$ cat config.mk
export PLATFORM = sky130hd
export DESIGN_NAME = encoder_zero_mark_sync_core_flat
export DESIGN_NICKNAME = d
export VERILOG_FILES = /design/src/rtl/core/ezms_pkg.sv /design/src/rtl/core/ezms_stream_if.sv /design/src/rtl/core/ezms_serial_div.sv /design/src/rtl/core/encoder_zero_mark_sync_core.sv /design/src/flat_wrapper.sv
export SDC_FILE = /design/constraint.sdc
export NUM_CORES = 1
export LEC_CHECK = 0
export BUFFER_PORTS_ARGS = -buffer_cell sky130_fd_sc_hd__buf_2
export CAP_MARGIN = 40
export CORE_MARGIN = 1.5
export CORE_UTILIZATION = 57
export CTS_BUF_LIST = sky130_fd_sc_hd__clkbuf_4 sky130_fd_sc_hd__clkbuf_8
export CTS_CLUSTER_DIAMETER = 200
export CTS_CLUSTER_SIZE = 24
export DETAILED_ROUTE_END_ITERATION = 7
export GPL_TIMING_DRIVEN = 1
export PLACE_DENSITY = 0.75
export SYNTH_ARGS = -nofsm -noshare
export SYNTH_HDL_FRONTEND = slang
export SYNTH_SLANG_ARGS = --single-unit
$ cat constraint.sdc
create_clock -name clk -period 9.9 [get_ports clk]
set_clock_uncertainty 0.1 [all_clocks]
set_input_delay 1.485 -clock clk [delete_from_list [all_inputs] [get_ports clk]]
set_output_delay 1.485 -clock clk [all_outputs]
set_load 0.01 [all_outputs]
$ cat src/rtl/core/ezms_pkg.sv
`default_nettype none

package ezms_pkg;

    localparam int WORD_W      = 16;
    localparam int ARC_W       = 9;
    localparam int COUNT_W     = 8;
    localparam int CFG_INDEX_W = 3;
    localparam int CFG_DATA_W  = 16;

    localparam int HISTORY_DEPTH_DEFAULT = 4;
    localparam int STAMP_WIDTH_DEFAULT   = 16;

    localparam logic [CFG_INDEX_W-1:0] REG_MIN_PERIOD      = 3'd0;
    localparam logic [CFG_INDEX_W-1:0] REG_ARC_DEGREES     = 3'd1;
    localparam logic [CFG_INDEX_W-1:0] REG_MARKS_PER_REV   = 3'd2;
    localparam logic [CFG_INDEX_W-1:0] REG_TICKS_PER_MS    = 3'd3;
    localparam logic [CFG_INDEX_W-1:0] REG_TWO_DEGREE_MODE = 3'd4;

    localparam logic [WORD_W-1:0]  MIN_PERIOD_RESET    = 16'd100;
    localparam logic [ARC_W-1:0]   ARC_DEGREES_RESET   = 9'd24;
    localparam logic [COUNT_W-1:0] MARKS_PER_REV_RESET = 8'd15;
    localparam logic [WORD_W-1:0]  TICKS_PER_MS_RESET  = 16'd1000;

    localparam logic [WORD_W-1:0] WORD_MAX = 16'hFFFF;

    typedef struct packed {
        logic [WORD_W-1:0] capture_time;
    } mark_t;

    typedef struct packed {
        logic              overspeed;
        logic              zero_mark;
        logic              sync_failed;
        logic              result_ready;
        logic [WORD_W-1:0] degree_time;
        logic [WORD_W-1:0] degree_reload;
        logic [WORD_W-1:0] degree_compare;
        logic [WORD_W-1:0] rotation_ms;
        logic [WORD_W-1:0] sample_index;
    } result_t;

    typedef struct packed {
        logic busy;
        logic done;
    } div_status_t;

endpackage

`default_nettype wire

$ cat src/rtl/core/ezms_stream_if.sv
`default_nettype none

interface ezms_stream_if #(
    parameter type payload_t = logic
);
    logic     valid;
    logic     ready;
    payload_t data;

    modport source (output valid, output data, input ready);
    modport sink   (input valid, input data, output ready);
endinterface

`default_nettype wire

$ cat src/rtl/core/ezms_serial_div.sv
`default_nettype none

module ezms_serial_div #(
    parameter int DIVIDEND_W = 18,
    parameter int DIVISOR_W  = ezms_pkg::WORD_W
) (
    input  wire logic                    clk,
    input  wire logic                    rst_n,
    input  wire logic                    start,
    input  wire logic [DIVIDEND_W-1:0]   dividend,
    input  wire logic [DIVISOR_W-1:0]    divisor,
    output logic      [DIVIDEND_W-1:0]   quotient,
    output ezms_pkg::div_status_t        status
);
    localparam int CNT_W = $clog2(DIVIDEND_W + 1);

    logic                  busy_reg;
    logic                  done_reg;
    logic [CNT_W-1:0]      count_reg;
    logic [DIVIDEND_W-1:0] quot_reg;
    logic [DIVISOR_W-1:0]  rem_reg;
    logic [DIVISOR_W-1:0]  dvsr_reg;

    logic [DIVISOR_W:0]    rem_shift;
    logic                  rem_ge;
    logic [DIVISOR_W:0]    rem_diff;

    // One quotient bit per cycle, restoring form.
    always_comb
    begin
        rem_shift = {rem_reg, quot_reg[DIVIDEND_W-1]};
        rem_ge    = rem_shift >= {1'b0, dvsr_reg};
        rem_diff  = rem_shift - {1'b0, dvsr_reg};
    end

    always_ff @(posedge clk or negedge rst_n)
    begin
        if (!rst_n)
        begin
            busy_reg  <= 1'b0;
            done_reg  <= 1'b0;
            count_reg <= '0;
        end
        else
        begin
            done_reg <= busy_reg && (count_reg == CNT_W'(1));
            if (start)
            begin
                busy_reg  <= 1'b1;
                count_reg <= CNT_W'(DIVIDEND_W);
            end
            else if (busy_reg)
            begin
                count_reg <= count_reg - CNT_W'(1);
                if (count_reg == CNT_W'(1))
                begin
                    busy_reg <= 1'b0;
                end
            end
        end
    end

    always_ff @(posedge clk)
    begin
        if (start)
        begin
            quot_reg <= dividend;
            rem_reg  <= '0;
            dvsr_reg <= divisor;
        end
        else if (busy_reg)
        begin
            quot_reg <= {quot_reg[DIVIDEND_W-2:0], rem_ge};
            rem_reg  <= rem_ge ? rem_diff[DIVISOR_W-1:0] : rem_shift[DIVISOR_W-1:0];
        end
    end

    assign quotient    = quot_reg;
    assign status.busy = busy_reg;
    assign status.done = done_reg;

endmodule

`default_nettype wire

$ cat src/rtl/core/encoder_zero_mark_sync_core.sv
// Encoder zero-mark synchronizer for a disc with one missing tooth.
// The mark channel carries one word per encoder edge: the timer value latched
// at that edge. The result channel returns one word per mark with the clamp
// and zero-mark flags, the per-degree time, the degree timer reload and
// compare values, the last rotation time in milliseconds and the sample index.
// Both channels use valid and ready; a word moves when both are high.
// The user must write the registers through cfg_write, cfg_index and cfg_data
// only while the block is idle; the block itself does not enforce this.
// An unknown index is ignored. The divisions of a mark (per-degree time, ring
// average and, on the zero mark, rotation time) run in turn on one shared
// bit-serial divider W = max(STAMP_WIDTH, 16 + clog2(HISTORY_DEPTH)) bits wide.
// The next mark is taken in the cycle after the result is loaded into the
// output register.
// A held result waits in the output register while the receiver stalls, and a
// new mark is accepted in the meantime; its own result waits for the register.
// Reset clears the history, counters and stamps and loads the register defaults.
`default_nettype none

module encoder_zero_mark_sync_core #(
    parameter int HISTORY_DEPTH = ezms_pkg::HISTORY_DEPTH_DEFAULT,
    parameter int STAMP_WIDTH   = ezms_pkg::STAMP_WIDTH_DEFAULT
) (
    input  wire logic                             clk,
    input  wire logic                             rst_n,
    input  wire logic                             cfg_write,
    input  wire logic [ezms_pkg::CFG_INDEX_W-1:0] cfg_index,
    input  wire logic [ezms_pkg::CFG_DATA_W-1:0]  cfg_data,
    ezms_stream_if.sink                           mark,
    ezms_stream_if.source                         result
);
    localparam int WORD_W   = ezms_pkg::WORD_W;
    localparam int PERIOD_W = (STAMP_WIDTH > WORD_W) ? STAMP_WIDTH : WORD_W;
    localparam int SUM_W    = WORD_W + $clog2(HISTORY_DEPTH);
    localparam int DIV_W    = (PERIOD_W > SUM_W) ? PERIOD_W : SUM_W;
    localparam int SLOT_W   = $clog2(HISTORY_DEPTH);
    localparam int PROD_W   = ezms_pkg::COUNT_W + ezms_pkg::ARC_W;
    localparam int JUDGE_W  = WORD_W + 3;

    localparam logic [2:0] S_IDLE    = 3'd0;
    localparam logic [2:0] S_DIV_T   = 3'd1;
    localparam logic [2:0] S_DIV_AVG = 3'd2;
    localparam logic [2:0] S_DIV_ROT = 3'd3;
    localparam logic [2:0] S_FINISH  = 3'd4;

    logic [2:0] state_reg;

    logic [WORD_W-1:0]               min_period_reg;
    logic [ezms_pkg::ARC_W-1:0]      arc_degrees_reg;
    logic [ezms_pkg::COUNT_W-1:0]    marks_per_rev_reg;
    logic [WORD_W-1:0]               ticks_per_ms_reg;
    logic                            two_degree_reg;

    logic [STAMP_WIDTH-1:0]          last_capture_reg;
    logic [STAMP_WIDTH-1:0]          last_zero_reg;
    logic [WORD_W-1:0]               hist_reg [HISTORY_DEPTH];
    logic [SLOT_W-1:0]               slot_reg;
    logic [SUM_W-1:0]                sum_reg;
    logic [ezms_pkg::COUNT_W-1:0]    mark_count_reg;
    logic [WORD_W-1:0]               rotation_reg;

    logic [STAMP_WIDTH-1:0]          now_reg;
    logic [PERIOD_W-1:0]             t_reg;
    logic [WORD_W-1:0]               idx_reg;
    logic                            over_reg;
    logic                            zero_reg;
    logic                            fail_reg;
    logic                            good_reg;

    logic                            result_valid_reg;
    ezms_pkg::result_t               result_data_reg;

    logic [STAMP_WIDTH-1:0]          now;
    logic [STAMP_WIDTH-1:0]          period_raw;
    logic [STAMP_WIDTH-1:0]          zero_span;
    logic [WORD_W-1:0]               minimum;
    logic                            period_low;
    logic [PERIOD_W-1:0]             period;
    logic [ezms_pkg::ARC_W-1:0]      arc_eff;
    logic [WORD_W-1:0]               tpm_eff;
    logic [ezms_pkg::COUNT_W-1:0]    mark_count_inc;
    logic [PROD_W-1:0]               idx_prod;
    logic [WORD_W-1:0]               idx_sat;

    logic                            accept;
    logic                            div_start;
    logic [DIV_W-1:0]                div_dividend;
    logic [WORD_W-1:0]               div_divisor;
    logic [DIV_W-1:0]                div_quotient;
    ezms_pkg::div_status_t           div_status;

    logic [PERIOD_W-1:0]             t_new;
    logic [WORD_W-1:0]               t_new_sat;
    logic [SUM_W-1:0]                sum_next;
    logic [SLOT_W-1:0]               slot_next;
    logic [WORD_W-1:0]               t_cur_sat;
    logic [WORD_W-1:0]               avg;
    logic [JUDGE_W-1:0]              t_scaled;
    logic [JUDGE_W-1:0]              avg_scaled;
    logic                            is_zero;
    logic [WORD_W-1:0]               rot_sat;
    logic [WORD_W-1:0]               reload_base;
    logic [WORD_W-1:0]               reload;
    logic                            out_free;

    always_ff @(posedge clk or negedge rst_n)
    begin
        if (!rst_n)
        begin
            min_period_reg    <= ezms_pkg::MIN_PERIOD_RESET;
            arc_degrees_reg   <= ezms_pkg::ARC_DEGREES_RESET;
            marks_per_rev_reg <= ezms_pkg::MARKS_PER_REV_RESET;
            ticks_per_ms_reg  <= ezms_pkg::TICKS_PER_MS_RESET;
            two_degree_reg    <= 1'b0;
        end
        else if (cfg_write)
        begin
            unique case (cfg_index)
                ezms_pkg::REG_MIN_PERIOD:
                    min_period_reg <= cfg_data;
                ezms_pkg::REG_ARC_DEGREES:
                    arc_degrees_reg <= cfg_data[ezms_pkg::ARC_W-1:0];
                ezms_pkg::REG_MARKS_PER_REV:
                    marks_per_rev_reg <= cfg_data[ezms_pkg::COUNT_W-1:0];
                ezms_pkg::REG_TICKS_PER_MS:
                    ticks_per_ms_reg <= cfg_data;
                ezms_pkg::REG_TWO_DEGREE_MODE:
                    two_degree_reg <= cfg_data[0];
                default:
                begin
                end
            endcase
        end
    end

    always_comb
    begin
        now            = STAMP_WIDTH'(mark.data.capture_time);
        period_raw     = now - last_capture_reg;
        zero_span      = now_reg - last_zero_reg;
        minimum        = two_degree_reg ? (min_period_reg >> 1) : min_period_reg;
        period_low     = PERIOD_W'(period_raw) < PERIOD_W'(minimum);
        period         = period_low ? PERIOD_W'(minimum) : PERIOD_W'(period_raw);
        arc_eff        = (arc_degrees_reg == '0) ? ezms_pkg::ARC_W'(1) : arc_degrees_reg;
        tpm_eff        = (ticks_per_ms_reg == '0) ? WORD_W'(1) : ticks_per_ms_reg;
        mark_count_inc = mark_count_reg + ezms_pkg::COUNT_W'(1);
        idx_prod       = PROD_W'(mark_count_inc) * PROD_W'(arc_eff);
        idx_sat        = (idx_prod > PROD_W'(ezms_pkg::WORD_MAX)) ?
                         ezms_pkg::WORD_MAX : idx_prod[WORD_W-1:0];

        t_new     = div_quotient[PERIOD_W-1:0];
        t_new_sat = (t_new > PERIOD_W'(ezms_pkg::WORD_MAX)) ?
                    ezms_pkg::WORD_MAX : t_new[WORD_W-1:0];
        sum_next  = sum_reg - SUM_W'(hist_reg[slot_reg]) + SUM_W'(t_new_sat);
        slot_next = (slot_reg == SLOT_W'(HISTORY_DEPTH - 1)) ? '0 : slot_reg + SLOT_W'(1);

        // The zero mark is the one whose time is at least 5/4 of the average.
        t_cur_sat  = (t_reg > PERIOD_W'(ezms_pkg::WORD_MAX)) ?
                     ezms_pkg::WORD_MAX : t_reg[WORD_W-1:0];
        avg        = div_quotient[WORD_W-1:0];
        t_scaled   = {1'b0, t_cur_sat, 2'b00};
        avg_scaled = JUDGE_W'({avg, 2'b00}) + JUDGE_W'(avg);
        is_zero    = (avg != '0) && (t_scaled >= avg_scaled);

        rot_sat = (div_quotient > DIV_W'(ezms_pkg::WORD_MAX)) ?
                  ezms_pkg::WORD_MAX : div_quotient[WORD_W-1:0];

        reload_base = (t_cur_sat == '0) ? '0 : t_cur_sat - WORD_W'(1);
        if (two_degree_reg)
        begin
            reload = reload_base[WORD_W-1] ? ezms_pkg::WORD_MAX :
                     {reload_base[WORD_W-2:0], 1'b0};
        end
        else
        begin
            reload = reload_base;
        end

        out_free = !result_valid_reg || result.ready;
        accept   = mark.valid && (state_reg == S_IDLE);
    end

    always_comb
    begin
        div_start    = 1'b0;
        div_dividend = DIV_W'(period);
        div_divisor  = WORD_W'(arc_eff);
        unique case (state_reg) inside
            S_IDLE:
            begin
                div_start = mark.valid;
            end
            S_DIV_T:
            begin
                div_start    = div_status.done;
                div_dividend = DIV_W'(sum_next);
                div_divisor  = WORD_W'(HISTORY_DEPTH);
            end
            S_DIV_AVG:
            begin
                div_start    = div_status.done && is_zero;
                div_dividend = DIV_W'(zero_span);
                div_divisor  = tpm_eff;
            end
            S_DIV_ROT, S_FINISH:
            begin
            end
            default:
            begin
            end
        endcase
    end

    ezms_serial_div #(
        .DIVIDEND_W (DIV_W),
        .DIVISOR_W  (WORD_W)
    ) u_div (
        .clk      (clk),
        .rst_n    (rst_n),
        .start    (div_start),
        .dividend (div_dividend),
        .divisor  (div_divisor),
        .quotient (div_quotient),
        .status   (div_status)
    );

    always_ff @(posedge clk or negedge rst_n)
    begin
        if (!rst_n)
        begin
            state_reg        <= S_IDLE;
            last_capture_reg <= '0;
            last_zero_reg    <= '0;
            slot_reg         <= '0;
            sum_reg          <= '0;
            mark_count_reg   <= '0;
            rotation_reg     <= '0;
            result_valid_reg <= 1'b0;
            for (int i = 0; i < HISTORY_DEPTH; i++)
            begin
                hist_reg[i] <= '0;
            end
        end
        else
        begin
            if (state_reg == S_FINISH && out_free)
            begin
                result_valid_reg <= 1'b1;
            end
            else if (result.ready)
            begin
                result_valid_reg <= 1'b0;
            end
            unique case (state_reg)
                S_IDLE:
                begin
                    if (accept)
                    begin
                        last_capture_reg <= now;
                        mark_count_reg   <= mark_count_inc;
                        state_reg        <= S_DIV_T;
                    end
                end
                S_DIV_T:
                begin
                    if (div_status.done)
                    begin
                        hist_reg[slot_reg] <= t_new_sat;
                        slot_reg           <= slot_next;
                        sum_reg            <= sum_next;
                        state_reg          <= S_DIV_AVG;
                    end
                end
                S_DIV_AVG:
                begin
                    if (div_status.done)
                    begin
                        if (is_zero)
                        begin
                            last_zero_reg  <= now_reg;
                            mark_count_reg <= '0;
                            state_reg      <= S_DIV_ROT;
                        end
                        else
                        begin
                            state_reg <= S_FINISH;
                        end
                    end
                end
                S_DIV_ROT:
                begin
                    if (div_status.done)
                    begin
                        rotation_reg <= rot_sat;
                        state_reg    <= S_FINISH;
                    end
                end
                S_FINISH:
                begin
                    if (out_free)
                    begin
                        state_reg <= S_IDLE;
                    end
                end
                default:
                begin
                    state_reg <= S_IDLE;
                end
            endcase
        end
    end

    always_ff @(posedge clk)
    begin
        unique case (state_reg)
            S_IDLE:
            begin
                if (accept)
                begin
                    now_reg  <= now;
                    over_reg <= period_low;
                    idx_reg  <= idx_sat;
                    zero_reg <= 1'b0;
                    fail_reg <= 1'b0;
                    good_reg <= 1'b0;
                end
            end
            S_DIV_T:
            begin
                if (div_status.done)
                begin
                    t_reg <= t_new;
                end
            end
            S_DIV_AVG:
            begin
                if (div_status.done && is_zero)
                begin
                    // Halving the period halves the per-degree time exactly.
                    t_reg    <= t_reg >> 1;
                    zero_reg <= 1'b1;
                    fail_reg <= mark_count_reg != marks_per_rev_reg;
                    good_reg <= mark_count_reg == marks_per_rev_reg;
                    idx_reg  <= '0;
                end
            end
            S_FINISH:
            begin
                if (out_free)
                begin
                    result_data_reg.overspeed      <= over_reg;
                    result_data_reg.zero_mark      <= zero_reg;
                    result_data_reg.sync_failed    <= fail_reg;
                    result_data_reg.result_ready   <= good_reg;
                    result_data_reg.degree_time    <= t_cur_sat;
                    result_data_reg.degree_reload  <= reload;
                    result_data_reg.degree_compare <= reload >> 1;
                    result_data_reg.rotation_ms    <= rotation_reg;
                    result_data_reg.sample_index   <= idx_reg;
                end
            end
            S_DIV_ROT:
            begin
            end
            default:
            begin
            end
        endcase
    end

    assign mark.ready   = (state_reg == S_IDLE);
    assign result.valid = result_valid_reg;
    assign result.data  = result_data_reg;

    assert property (@(posedge clk) disable iff (!rst_n)
        div_start |-> !div_status.busy)
        else $error("Divider started while a division is still running.");

    assert property (@(posedge clk) disable iff (!rst_n)
        div_status.done |->
            (state_reg == S_DIV_T || state_reg == S_DIV_AVG || state_reg == S_DIV_ROT))
        else $error("Division finished outside a divide state.");

    assert property (@(posedge clk) disable iff (!rst_n)
        $rose(result_valid_reg) |-> $past(state_reg) == S_FINISH)
        else $error("Result word raised without finishing a mark.");

    assert property (@(posedge clk) disable iff (!rst_n)
        result_valid_reg |->
            (result_data_reg.zero_mark ?
                (result_data_reg.sample_index == '0 &&
                 (result_data_reg.sync_failed ^ result_data_reg.result_ready)) :
                (!result_data_reg.sync_failed && !result_data_reg.result_ready)))
        else $error("Zero-mark flags in the result word are inconsistent.");

endmodule

`default_nettype wire

$ cat src/flat_wrapper.sv
// flat-port wrapper written by rule: the top's interface ports become plain ports
module encoder_zero_mark_sync_core_flat 
#(
    parameter int HISTORY_DEPTH = ezms_pkg::HISTORY_DEPTH_DEFAULT,
    parameter int STAMP_WIDTH   = ezms_pkg::STAMP_WIDTH_DEFAULT
)
  (clk, rst_n, cfg_write, cfg_index, cfg_data, mark_valid, mark_data, mark_ready, result_valid, result_data, result_ready);
  ezms_stream_if #(.payload_t(ezms_pkg::mark_t)) mark_i ();
  ezms_stream_if #(.payload_t(ezms_pkg::result_t)) result_i ();
  input  wire logic clk;
  input  wire logic rst_n;
  input  wire logic cfg_write;
  input  wire logic [ezms_pkg::CFG_INDEX_W-1:0] cfg_index;
  input  wire logic [ezms_pkg::CFG_DATA_W-1:0] cfg_data;
  input wire logic [$bits(mark_i.valid)-1:0] mark_valid;
  input wire logic [$bits(mark_i.data)-1:0] mark_data;
  output wire logic [$bits(mark_i.ready)-1:0] mark_ready;
  output wire logic [$bits(result_i.valid)-1:0] result_valid;
  output wire logic [$bits(result_i.data)-1:0] result_data;
  input wire logic [$bits(result_i.ready)-1:0] result_ready;
  assign mark_i.valid = mark_valid;
  assign mark_i.data = mark_data;
  assign mark_ready = mark_i.ready;
  assign result_valid = result_i.valid;
  assign result_data = result_i.data;
  assign result_i.ready = result_ready;
  encoder_zero_mark_sync_core #(.HISTORY_DEPTH(HISTORY_DEPTH), .STAMP_WIDTH(STAMP_WIDTH)) u_core (.clk(clk), .rst_n(rst_n), .cfg_write(cfg_write), .cfg_index(cfg_index), .cfg_data(cfg_data), .mark(mark_i), .result(result_i));
endmodule
==> metrics.log, run 1 <==
INFO  metric worst-slew-pin-transition = 964 ps
INFO  metric post-route-util = 61.6%
INFO  metric global_route.overflow_total = 0
INFO  metric syn_avg_cell_area = 10.3 um^2
INFO  metric slew_viol_final = 0
INFO  metric cts-htree-levels = 1
INFO  metric vias_per_cell = 5.82
INFO  metric yosys_most_used_dff = sky130_fd_sc_hd__dfrtp_1
INFO  metric fmax = 151 MHz
INFO  metric dp_worst_setup_slack = 3410 ps
INFO  metric synth_edf_count = 154
INFO  metric timing.final.ws_setup = 3270 ps
INFO  metric largest_register_ffs = 68
INFO  metric fp.dieArea = 0.0407 mm^2
INFO  metric design.portCount = 126
INFO  metric outcome = finished clean
INFO  metric worst_setup_hold_path_clk_slew = 160 ps
INFO  metric route.detailed.drc = 0
INFO  metric synth_most_common_cell = sky130_fd_sc_hd__nand2_1
INFO  metric post_synth_inst_count = 2186
INFO  metric filler_cell_count = 3168
INFO  metric postLayoutCellArea = 0.0239 mm^2
INFO  metric synth_warn = 0
INFO  metric tns = 0 ps
INFO  metric hold_buffers = 0
INFO  metric die_w = 202 um
INFO  metric place.gp.congestion = 0.892
INFO  metric worstPathArrival = 6860 ps
INFO  metric grt_pass1_vias = 15927
INFO  metric post_route_cells_drive_above_1_share = 13.1%
INFO  metric cts_root_buf = sky130_fd_sc_hd__clkbuf_8
INFO  metric synthTopCellsByCount = sky130_fd_sc_hd__nand2_1 (212), sky130_fd_sc_hd__inv_1 (203), sky130_fd_sc_hd__o21ai_0 (194)
INFO  metric hpwl = 38900 um
INFO  metric yosysTopAreaCellShare = 20.7%
INFO  metric share_of_the_yosys_chip_area_belonging_to_registers = 44.4%
INFO  metric num-nets-final = 2505
INFO  metric antennaDiodeCount = 0
INFO  metric cts_resized = 0
INFO  metric fp.coreArea = 0.0388 mm^2
INFO  metric initial_drt_pass_iterations = 5
INFO  metric globalRouteTotalUtil = 26.0%
INFO  metric routed-via-count = 16178
INFO  metric cts_tree = done
INFO  metric timing.setup.critical_path_class = flip-flop to flip-flop
INFO  metric synth.area.top_cells = sky130_fd_sc_hd__dfrtp_1 (21%), sky130_fd_sc_hd__edfxtp_1 (21%), sky130_fd_sc_hd__ha_1 (8.6%)
INFO  metric postCtsSetupRepairBufs = 0
INFO  metric ys_async_sr_fraction = 54.2%
INFO  metric syn_to_final_growth = 6.41%
INFO  metric numCtsBuffers = 19
INFO  metric io_buffer_count = 124
INFO  metric grt_setup_unrepaired = false
INFO  metric cts_num_sinks = 371
INFO  metric synth_area = 0.0225 mm^2
INFO  metric detail_route.iter0.violations = 1144
INFO  metric p_per_area = 345 mW/mm^2
INFO  metric grt_antenna_before_repair = 0
INFO  metric global_route_wire_length_before_repair = 84800 um
INFO  metric synth.distinct_cells = 74
INFO  metric fp.dieH = 202 um
INFO  metric ys_ff_latch = 371
INFO  metric wirelength = 51900 um
INFO  metric postSynthNetCount = 2442
INFO  metric numPlacedInstances = 2745
INFO  metric largest_net_degree_at_the_start_of_global_routing = 73
INFO  metric static_leakage = 10.6 nW
INFO  metric final.min_clock_period = 6630 ps
INFO  metric fin_hold_ws = 320 ps
INFO  metric final-setup-viol-count = 0
INFO  metric min_path_type = flip-flop to flip-flop
INFO  metric ir_drop = 0.184 mV
INFO  metric worst-path-max-fanout = 15
INFO  metric start_kind = flip-flop
INFO  metric critPathCaptureType = flip-flop
INFO  metric fin_total_pwr = 8.25 mW
INFO  metric worst_slew_margin_rel = 35.3%
INFO  metric dpl_cell_area = 0.0236 mm^2
INFO  metric insertion_delay = 620 ps
INFO  metric synth_top_area_cell = sky130_fd_sc_hd__dfrtp_1
INFO  metric floorplan.initialDensity = 57.9%
INFO  metric post-route-period-util = 67.0%
INFO  metric finalNonFillerCells = 2778
INFO  metric routed_wire_length_per_instance = 18.7 um
INFO  metric number_of_routed_nets_with_antenna_violations = 0
INFO  metric maxCapViolations = 0
INFO  metric ctsLongestPathBuffers = 3
INFO  metric hold_fails_final_rpt = 0
INFO  metric worst_ep_required_time = 10130 ps
INFO  metric rows = 72
## path summary, 6_finish.rpt
check	startpoint	endpoint	slack, ps	cells past startpoint
setup / recovery	u_core.mark_count_reg[0]$_DFFE_PN0P_	u_core.idx_reg[6]$_SDFFCE_PP0P_	3270	22
min in group asynchronous	rst_n	u_core.hist_reg[37]$_DFFE_PN0P_	720	1
hold / removal	u_core.zero_reg$_DFFE_PP_	u_core.result.data[82]$_DFFE_PP_	320	0
hold reg to reg	u_core.zero_reg$_DFFE_PP_	u_core.result.data[82]$_DFFE_PP_	320	0
max in group asynchronous	rst_n	u_core.marks_per_rev_reg[3]$_DFFE_PN1P_	7370	4
setup reg to reg	u_core.mark_count_reg[0]$_DFFE_PN0P_	u_core.idx_reg[6]$_SDFFCE_PP0P_	3270	22
## cell type report
class	count	area, um^2	share of cell area, %
tap	518	648	2.71
clock buffer	31	352	1.47
inverter	205	769	3.21
clock inverter	1	16.3	0.0680
multi-input combinational	1509	11300	47.1
timing repair buffer	143	880	3.67
sequential	371	9990	41.7
## layout by cell type (no fill, tap or decap), drive strengths merged, types with 64 or more instances in the layout
cell,n
mux2,71
buf,142
a21oi,92
edfxtp,154
nor2,151
ha,154
xnor2,64
dfrtp,186
inv,205
nand2,212
o21ai,194
## report_power, final
part	internal (mW)	total, mW	leakage (nW)	switching (mW)
sequential	2.04	2.36	4.14	0.322
clock	0.231	0.710	0.199	0.479
combinational	2.07	5.18	6.21	3.10
## worst max-delay path, stage by stage, from the launching register on
cell                        delay (ps)
sky130_fd_sc_hd__dfrtp_1           590
sky130_fd_sc_hd__ha_1              310
sky130_fd_sc_hd__and3_1            210
sky130_fd_sc_hd__xnor2_1           760
sky130_fd_sc_hd__nor2b_1           170
sky130_fd_sc_hd__fa_1              580
sky130_fd_sc_hd__inv_1              50
sky130_fd_sc_hd__fa_1              470
sky130_fd_sc_hd__inv_1              60
sky130_fd_sc_hd__fa_1              520
sky130_fd_sc_hd__inv_1              60
sky130_fd_sc_hd__fa_1              520
sky130_fd_sc_hd__inv_1              40
sky130_fd_sc_hd__ha_1              330
sky130_fd_sc_hd__inv_1              90
sky130_fd_sc_hd__nor2_1             60
sky130_fd_sc_hd__a2111oi_0         530
sky130_fd_sc_hd__or3_1             280
sky130_fd_sc_hd__and4_1            200
sky130_fd_sc_hd__a211oi_1           50
sky130_fd_sc_hd__buf_4             180
sky130_fd_sc_hd__nor2_1            130
sky130_fd_sc_hd__nor2_1             60
## per-layer routing
metal  vias to the layer above  global-route usage, %  routed length [um]
met3                        75                   3.48                3100
met4                         0                   6.00                1030
met5                         -                      0                   0
met2                       460                   41.5               23600
met1                      7915                   37.9               24200
li1                       7728                      -                   -
## cell families (layout without fill, tap and decap cells)
logic type               Yosys count  after routing  share of synthesized area, %
adder cells (fa/ha/maj)          216            216                          14.1
AND/OR/NAND/NOR                  585            585                          12.1
XOR/XNOR                         103            103                          4.01
buffers and inverters            306            380                          5.45
flip-flops                       371            371                          44.4
other                              1              1                        0.0167
AO/OA/AOI/OAI                    490            490                          13.5
multiplexers                     114            114                          6.36
Note: power is estimated with default switching activity, not from simulation.
==> inputs of run 2 (changes only) <==
clock period = 6.4 ns   (was 9.9 ns; I/O delays follow)
==> metrics.log, run 2 (same netlist as run 1, synthesis figures left out) <==
INFO  metric hold_buffers = 0 (unchanged)
INFO  metric hpwl = 39400 um (+1.3%)
INFO  metric numCtsBuffers = 19 (unchanged)
INFO  metric post-route-util = 62.0% (+0.37 points)
INFO  metric worst-path-max-fanout = 14 (-1)
INFO  metric final.min_clock_period = 5940 ps (-694 ps)
INFO  metric worst-path-buf-inv = 5 (-1)
INFO  metric most-common-layout-cells = sky130_fd_sc_hd__nand2_1 (212), sky130_fd_sc_hd__inv_1 (203), sky130_fd_sc_hd__o21ai_0 (194), sky130_fd_sc_hd__dfrtp_1 (186)
INFO  metric ir_drop = 0.317 mV (+72%)
INFO  metric worst_setup_hold_path_clk_slew = 150 ps (about the same)
INFO  metric design.portCount = 126 (unchanged)
INFO  metric place.gp.congestion = 0.891 (about the same)
INFO  metric fp.coreArea = 0.0388 mm^2 (unchanged)
INFO  metric start_kind = flip-flop
INFO  metric fp.dieH = 202 um (unchanged)
INFO  metric grt_pass1_vias = 15858 (-0.43%)
INFO  metric critPathCaptureType = flip-flop
INFO  metric cts-htree-levels = 1 (unchanged)
INFO  metric syn_to_final_growth = 7.04%
INFO  metric detail_route.iter0.violations = 1195 (+4.5%)
INFO  metric crit_slowest_cell = sky130_fd_sc_hd__a2111oi_0
INFO  metric cts_root_buf = sky130_fd_sc_hd__clkbuf_8
INFO  metric routed-via-count = 16197 (+0.12%)
INFO  metric min_path_type = input pin to asynchronous set/reset pin
INFO  metric postCtsSetupRepairBufs = 0 (unchanged)
INFO  metric rows = 72 (unchanged)
INFO  metric hold_fails_final_rpt = 0 (unchanged)
INFO  metric worstPathArrival = 6200 ps (-660 ps)
INFO  metric cts_num_sinks = 371 (unchanged)
INFO  metric io_buffer_count = 124 (unchanged)
INFO  metric slew_viol_final = 0 (unchanged)
INFO  metric global_route.overflow_total = 0 (unchanged)
INFO  metric globalRouteTotalUtil = 26.2% (+0.22 points)
INFO  metric cell_class_contributing_the_biggest_share_of_worst_path_delay = adder cells
INFO  metric antennaDiodeCount = 0 (unchanged)
INFO  metric dp_worst_setup_slack = 448 ps (-2960 ps)
INFO  metric grt_setup_unrepaired = false
INFO  metric worst-slew-pin-transition = 919 ps (-45.2 ps)
INFO  metric num-nets-final = 2525 (+0.80%)
INFO  metric routed_wire_length_per_instance = 18.5 um (-0.82%)
INFO  metric final-setup-viol-count = 0 (unchanged)
INFO  metric ctsLongestPathBuffers = 3 (unchanged)
INFO  metric worst_ep_required_time = 6660 ps (-3470 ps)
INFO  metric critical-path-max-stage-delay = 570 ps (-190 ps)
INFO  metric insertion_delay = 620 ps (about the same)
INFO  metric outcome = finished clean
INFO  metric cts_resized = 0 (unchanged)
INFO  metric post_route_cells_drive_above_1_share = 13.9% (+0.80 points)
INFO  metric p_per_area = 535 mW/mm^2 (+55%)
INFO  metric number_of_routed_nets_with_antenna_violations = 0 (unchanged)
INFO  metric cts_tree = done
INFO  metric worst_slew_margin_rel = 38.8% (+3.5 points)
INFO  metric vias_per_cell = 5.79 (-0.63%)
INFO  metric post-route-period-util = 92.8% (+26 points)
INFO  metric maxCapViolations = 0 (unchanged)
INFO  metric layout_commonest_cell = sky130_fd_sc_hd__nand2_1
INFO  metric static_leakage = 10.6 nW (+0.83%)
INFO  metric global_route_wire_length_before_repair = 85200 um (+0.37%)
INFO  metric fp.dieArea = 0.0407 mm^2 (unchanged)
INFO  metric floorplan.initialDensity = 57.9% (unchanged)
INFO  metric initial_drt_pass_iterations = 5 (unchanged)
INFO  metric route.detailed.drc = 0 (unchanged)
INFO  metric die_w = 202 um (unchanged)
INFO  metric timing.final.ws_setup = 462 ps (-2810 ps)
INFO  metric timing.setup.critical_path_class = flip-flop to flip-flop
INFO  metric largest_net_degree_at_the_start_of_global_routing = 108 (+48%)
INFO  metric tns = 0 ps (unchanged)
INFO  metric fmax = 168 MHz (+12%)
INFO  metric timing.critical_path.cells = and3_1 > nand3_1 > nor2_1 > xnor2_1 > or2_2 > fa_1 > fa_1 > inv_1 > fa_1 > inv_1 > fa_1 > inv_1 > ha_1 > inv_1 > nor2_1 > a2111oi_0 > or3_1 > and4_1 > a211oi_1 > buf_4 > a21oi_1 > nor2_1
INFO  metric grt_antenna_before_repair = 0 (unchanged)
INFO  metric largest_register_ffs = 68 (unchanged)
INFO  metric wirelength = 51900 um (about the same)
## run 2: cell types whose count changed in the layout (fill, tap and decap cells not counted), sizes merged
cell,change
buf,+20
clkinvlp,+1
## run 2: final cells by class
class	count	area, um^2
inverters	205	769
repair buffers	163	1010
clock buffers	31	352
multi-input cells	1509	11300
well taps	518	648
fillers	3175	14700
flip-flops and latches	371	9990
clock inverters	2	23.8
## run 2: stage by stage
stage | cells | cell area (um^2) | hold slack, ps | power, mW
2_1_floorplan | 2186 | 22500 | 300 | 9.47
6_report | 2799 | 24100 | 289 | 12.9
5_1_grt | 2799 | 24100 | 333 | 14.0
3_5_place_dp | 2766 | 23700 | 305 | 11.7
3_3_place_gp | 2761 | 23600 | 302 | 11.4
4_1_cts | 2799 | 24100 | 324 | 12.8
## run 2: path summary, 6_finish.rpt
check	start	to	slack [ps]	cells past startpoint
max	u_core.mark_count_reg[4]$_DFFE_PN0P_	u_core.idx_reg[11]$_SDFFCE_PP0P_	460	22
max in group asynchronous	rst_n	u_core.hist_reg[48]$_DFFE_PN0P_	4740	3
min reg2reg	u_core.zero_reg$_DFFE_PP_	u_core.result.data[82]$_DFFE_PP_	340	0
min in group clk	u_core.zero_reg$_DFFE_PP_	u_core.result.data[82]$_DFFE_PP_	340	0
max reg2reg	u_core.mark_count_reg[4]$_DFFE_PN0P_	u_core.idx_reg[11]$_SDFFCE_PP0P_	460	22
min	rst_n	u_core.slot_reg[1]$_DFFE_PN0P_	290	1
## run 2: layer usage
metal  vias up  share of wire [%]  track usage [%]
met3        73                5.8             3.55
met4         0                2.4             6.21
met1      7880                 46             37.9
li1       7771                  -                -
met5         -                  0                0
met2       473                 46             42.1
## run 2: report_power, final
group / internal (mW) / switching, mW
Clock: 0.360 / 0.742
Combinational: 3.27 / 4.92
Sequential: 3.15 / 0.427
